**config.mk**
```make
export PLATFORM = sky130hd
export DESIGN_NAME = crm_ctrl
export DESIGN_NICKNAME = d
export VERILOG_FILES = /design/src/hw/rtl/crm_pkg.sv /design/src/hw/rtl/crm_ctrl.sv
export SDC_FILE = /design/constraint.sdc
export NUM_CORES = 1
export LEC_CHECK = 0
export ABC_AREA = 1
export BUFFER_PORTS_ARGS = -buffer_cell sky130_fd_sc_hd__buf_2
export CAP_MARGIN = 20
export CORE_AREA = 2 2 39 41
export CTS_CLUSTER_SIZE = 25
export DETAILED_ROUTE_END_ITERATION = 6
export DIE_AREA = 0 0 41 43
export PLACE_DENSITY = 0.75
export SYNTH_ARGS = -nofsm -noshare
export SYNTH_HDL_FRONTEND = slang
export SYNTH_SLANG_ARGS = --single-unit
```
**constraint.sdc**
```tcl
create_clock -name i_clk -period 1.7 [get_ports i_clk]
set_input_delay 0.17 -clock i_clk [delete_from_list [all_inputs] [get_ports i_clk]]
set_output_delay 0.17 -clock i_clk [all_outputs]
set_load 0.05 [all_outputs]
```
**src/hw/rtl/crm_pkg.sv**
```systemverilog
// Shared types and constants for the circle region mean block.
package crm_pkg;

    localparam int PIX_W      = 8;
    localparam int FIELDS     = 3;
    localparam int COORD_W    = 12;
    localparam int CFG_W      = 9;
    localparam int MEAN_W     = 12;
    localparam int COUNT_W    = 17;
    localparam int CH_W       = 2;
    localparam int MIN_INSIDE = 3;
    localparam int SIZE_RESET = 256;

    localparam logic REQ_WRITE = 1'b0;
    localparam logic REQ_QUERY = 1'b1;

    localparam logic CFG_ROWS = 1'b0;
    localparam logic CFG_COLS = 1'b1;

    typedef struct packed {
        logic               req_type;
        logic [PIX_W-1:0]   pixel_row;
        logic [PIX_W-1:0]   pixel_col;
        logic [PIX_W-1:0]   value_ch0;
        logic [PIX_W-1:0]   value_ch1;
        logic [PIX_W-1:0]   value_ch2;
        logic [COORD_W-1:0] center_x;
        logic [COORD_W-1:0] center_y;
        logic [COORD_W-1:0] radius;
    } t_in_item;

    typedef struct packed {
        logic [MEAN_W-1:0]  mean_ch0;
        logic [MEAN_W-1:0]  mean_ch1;
        logic [MEAN_W-1:0]  mean_ch2;
        logic [COUNT_W-1:0] inside_count;
        logic               too_few;
    } t_out_item;

    typedef struct packed {
        logic            accept_wr;
        logic            accept_q;
        logic            setup;
        logic            walk_init;
        logic            walk;
        logic            div_start;
        logic [CH_W-1:0] div_ch;
        logic            load_out;
    } t_dp_cmd;

    typedef struct packed {
        logic box_empty;
        logic walk_last;
        logic div_done;
        logic out_free;
    } t_dp_sts;

endpackage

```
**src/hw/rtl/crm_ctrl.sv**
```systemverilog
// Controller state machine: accept, box setup, pixel walk, drain, divide, deliver.
module crm_ctrl import crm_pkg::*; #(
    parameter int NCH = 3
) (
    input  logic    i_clk,
    input  logic    i_rst_n,
    input  logic    i_in_valid,
    input  logic    i_req_type,
    input  t_dp_sts i_sts,
    output logic    o_in_stall,
    output t_dp_cmd o_cmd
);

    localparam logic [2:0] S_IDLE     = 3'd0;
    localparam logic [2:0] S_SETUP    = 3'd1;
    localparam logic [2:0] S_CHECK    = 3'd2;
    localparam logic [2:0] S_WALK     = 3'd3;
    localparam logic [2:0] S_DRAIN    = 3'd4;
    localparam logic [2:0] S_DIV_GO   = 3'd5;
    localparam logic [2:0] S_DIV_WAIT = 3'd6;
    localparam logic [2:0] S_FINISH   = 3'd7;

    logic [2:0]      r_state, n_state;
    logic [CH_W-1:0] r_ch, n_ch;
    logic [1:0]      r_drain, n_drain;
    logic            s_accept;

    assign s_accept   = i_in_valid && (r_state == S_IDLE);
    assign o_in_stall = (r_state != S_IDLE);

    always_comb begin
        n_state = r_state;
        n_ch    = r_ch;
        n_drain = r_drain;
        o_cmd   = '0;
        o_cmd.div_ch = r_ch;
        unique case (r_state)
            S_IDLE: begin
                if (s_accept) begin
                    if (i_req_type == REQ_QUERY) begin
                        o_cmd.accept_q = 1'b1;
                        n_state = S_SETUP;
                    end else begin
                        o_cmd.accept_wr = 1'b1;
                    end
                end
            end
            S_SETUP: begin
                o_cmd.setup = 1'b1;
                n_state = S_CHECK;
            end
            S_CHECK: begin
                n_ch = '0;
                if (i_sts.box_empty) begin
                    n_state = S_DIV_GO;
                end else begin
                    o_cmd.walk_init = 1'b1;
                    n_state = S_WALK;
                end
            end
            S_WALK: begin
                o_cmd.walk = 1'b1;
                if (i_sts.walk_last) begin
                    n_drain = '0;
                    n_state = S_DRAIN;
                end
            end
            S_DRAIN: begin
                // wait for the last pixel to leave the distance pipeline
                n_drain = r_drain + 2'd1;
                if (r_drain == 2'd2) begin
                    n_state = S_DIV_GO;
                end
            end
            S_DIV_GO: begin
                o_cmd.div_start = 1'b1;
                n_state = S_DIV_WAIT;
            end
            S_DIV_WAIT: begin
                if (i_sts.div_done) begin
                    if (r_ch == CH_W'(NCH - 1)) begin
                        n_state = S_FINISH;
                    end else begin
                        n_ch = r_ch + CH_W'(1);
                        n_state = S_DIV_GO;
                    end
                end
            end
            S_FINISH: begin
                if (i_sts.out_free) begin
                    o_cmd.load_out = 1'b1;
                    n_state = S_IDLE;
                end
            end
            default: begin
                n_state = S_IDLE;
            end
        endcase
    end

    always_ff @(posedge i_clk) begin
        if (!i_rst_n) begin
            r_state <= S_IDLE;
            r_ch    <= '0;
            r_drain <= '0;
        end else begin
            r_state <= n_state;
            r_ch    <= n_ch;
            r_drain <= n_drain;
        end
    end

endmodule

```
==> flow_summary.ini <==
[outcome]
status = finished, final reports clean

[pwr]
peakVddDrop_mv = 0.670
power.density_mw_per_mm2 = 1900
leakagePower_nw = 0.362

[timing]
min_period_over_period_pct = 93.7
fmax_mhz = 628
worst_pin_slew_ns = 0.391
period_needed_ns = 1.59
finalSetupViolations = 0
fin_skew_ns = 0.000315
hold_ws_ns = 0.184
hold_viol_final = 0
rsz0062_at_grt = no
slew_violations = 0
worst_slack_ns = 0.107
maxSlewHeadroom_pct = 73.9

[worst_setup_path]
critPathRequiredTime_ns = 1.53
cp-start-kind = flop
crit_family = flip-flops
cpPeakStageDelay_ns = 0.55
path_buf_inv = 2
criticalPathCategory = flop to output port
critPathArrivalTime_ns = 1.42
path_cells = inv_2 -> nor3_2 -> buf_2
endpoint_kind = output port
slowest_stage = dfxtp_1
cp_max_fo = 10

[floorplanning]
placementRows = 14
die_area_mm2 = 0.00176
ios = 18
core_mm2 = 0.00138
initial_core_util_pct = 37.6
die_w_um = 41
fp.dieH_um = 43

[yosys]
netlist_area_um2 = 520
syn-num-nets = 99
synth_top_family_by_area = simple AND/OR/NAND/NOR gates
syn_avg_cell_area_um2 = 5.85
synthSimpleGateAreaFrac_pct = 44.2
synthMuxAreaShare_pct = 0
synthCells = 89
ys_seq_area_share_pct = 26.9
ys_types = 19
synth_compound_area_share_pct = 10.1
ys_seq_elements = 7
synth_xor_area_share_pct = 0
synth-adder-area-share_pct = 4.81
yosysWarnings = 0

[finish]
post-route-util_pct = 47.6
drive_above_1_share_pct = 26.6
final_cell_area_um2 = 659
final_cells = 125
syn_to_final_growth_pct = 26.7
num_antenna_cells = 0
nets = 120

[routing]
drt-initial-drc-count = 15
dr.pass1.iters = 4
wl_um = 1080
wl_per_cell_um = 8.60
antenna_left = 0
vias = 579
avgViaCountPerCell = 4.63
drc = 0

[grt]
grt_pass1_wl_um = 1760
grt.overflow.total = 0
antenna_found_initial = 0
grt_use_total_pct = 14.3
grt_max_degree = 11
grt_pass1_vias = 488

[placement]
place_area_um2 = 633
dp_cells = 121
place_congestion = 0.702
dp_hpwl_um = 910
post-place-ws_ns = 0.344
io_buffer_count = 17

[clock_tree]
clock_latency_ns = 0.25
cts_num_sinks = 7
post_cts_buffers = 0
cts_root_buffer = clkbuf_4
hold_buffers = 0
cts_buffers = 3
cts_tree = built
cts_resized = 0
htreeDepth = 1
clockBufferDepth = 2
clkTransAtPathRegs_ns = 0.05

[flow_run]
max_cap_viol_count = 0

[hold_path]
hold_path.class = input port to flop
==> routing by layer <==
metal	track usage (%)	vias to the layer above	wire length (um)
met5	0	-	0
met4	8.00	0	15
met3	1.57	2	49
met2	22.8	13	521
met1	17.6	246	488
li1	-	318	-
==> path summary, 6_finish.rpt <==
| path | startpoint | slack (ns) | cells after the start | end |
|---|---|---|---|---|
| worst max-delay path | r_state[2] | 0.11 | 3 | o_cmd[0] |
| worst max register to register | r_state[2] | 0.33 | 7 | r_state[1] |
| worst min register to register | r_drain[0] | 0.44 | 1 | r_drain[0] |
| worst min-delay path | i_rst_n | 0.18 | 3 | r_state[0] |
==> sequential cells by signal, summed over array words and instances, names as in the netlist <==
name	cells
r_state	3
r_drain	2
r_ch	2
==> through the flow <==
| stage | setup TNS (ns) | power (mW) |
|---|---|---|
| after floorplan | -0.124 | 0.959 |
| after global placement | 0 | 1.09 |
| after global routing | 0 | 1.37 |
| after CTS | 0 | 1.26 |
| final | 0 | 1.25 |
| after detailed placement | 0 | 1.10 |
==> cell families after synthesis <==
family / count (synthesis)
AOI/OAI and AO/OA: 10
DFF: 7
buffers and inverters: 19
adders and majority gates: 2
and+or+nand+nor: 51
==> where the power goes <==
part           internal (mW)  leakage [nW]  switching (mW)
clock                 0.0895        0.0150          0.0598
combinational          0.226         0.290           0.571
sequential             0.214        0.0573          0.0900
==> worst reg2reg max path, stage by stage (launching register included) <==
cell and delay (ns):
dfxtp_1 0.55, inv_2 0.15, nand3_1 0.11, nand2_1 0.06, nor2_2 0.19, nand3_1 0.10, nand2_1 0.07, nor2_1 0.04
==> area by class of cell <==
class	count	area, um^2
Inverter	18	67.6
Tap cell	16	20.0
Clock buffer	4	26.3
Timing Repair Buffer	17	85.1
Fill cell	145	724
Multi-Input combinational cell	63	320
Sequential cell	7	140
==> synthesized netlist by cell type <==
| master | count | area share (%) |
|---|---|---|
| nand3b_1 | 1 | 1.4 |
| nor2_1 | 11 | 7.9 |
| ha_1 | 2 | 4.8 |
| nand3_1 | 7 | 6.7 |
| o21ai_0 | 1 | 0.96 |
| dfxtp_1 | 7 | 27 |
| nor2_4 | 1 | 2.2 |
| nand4_1 | 2 | 2.4 |
| nor2_2 | 2 | 2.4 |
| or2_0 | 1 | 1.2 |
| buf_2 | 1 | 0.96 |
| nand2_2 | 1 | 1.2 |
| o21ai_1 | 1 | 0.96 |
| a21oi_1 | 7 | 6.7 |
| inv_2 | 2 | 1.4 |
| nor3_1 | 3 | 2.9 |
| inv_1 | 16 | 12 |
| nand2_1 | 22 | 16 |
| o211ai_1 | 1 | 1.4 |
==> placed cells by master, fill, tap and decap left out, drive strengths merged <==
cell type and n:
or2 1, a21oi 7, nor2 14, o211ai 1, nor3 3, dfxtp 7, nand3b 1, clkbuf 4
nand2 23, nand4 2, o21ai 2, ha 2, inv 18, buf 17, nand3 7
Power figures use the tool's default switching activity.
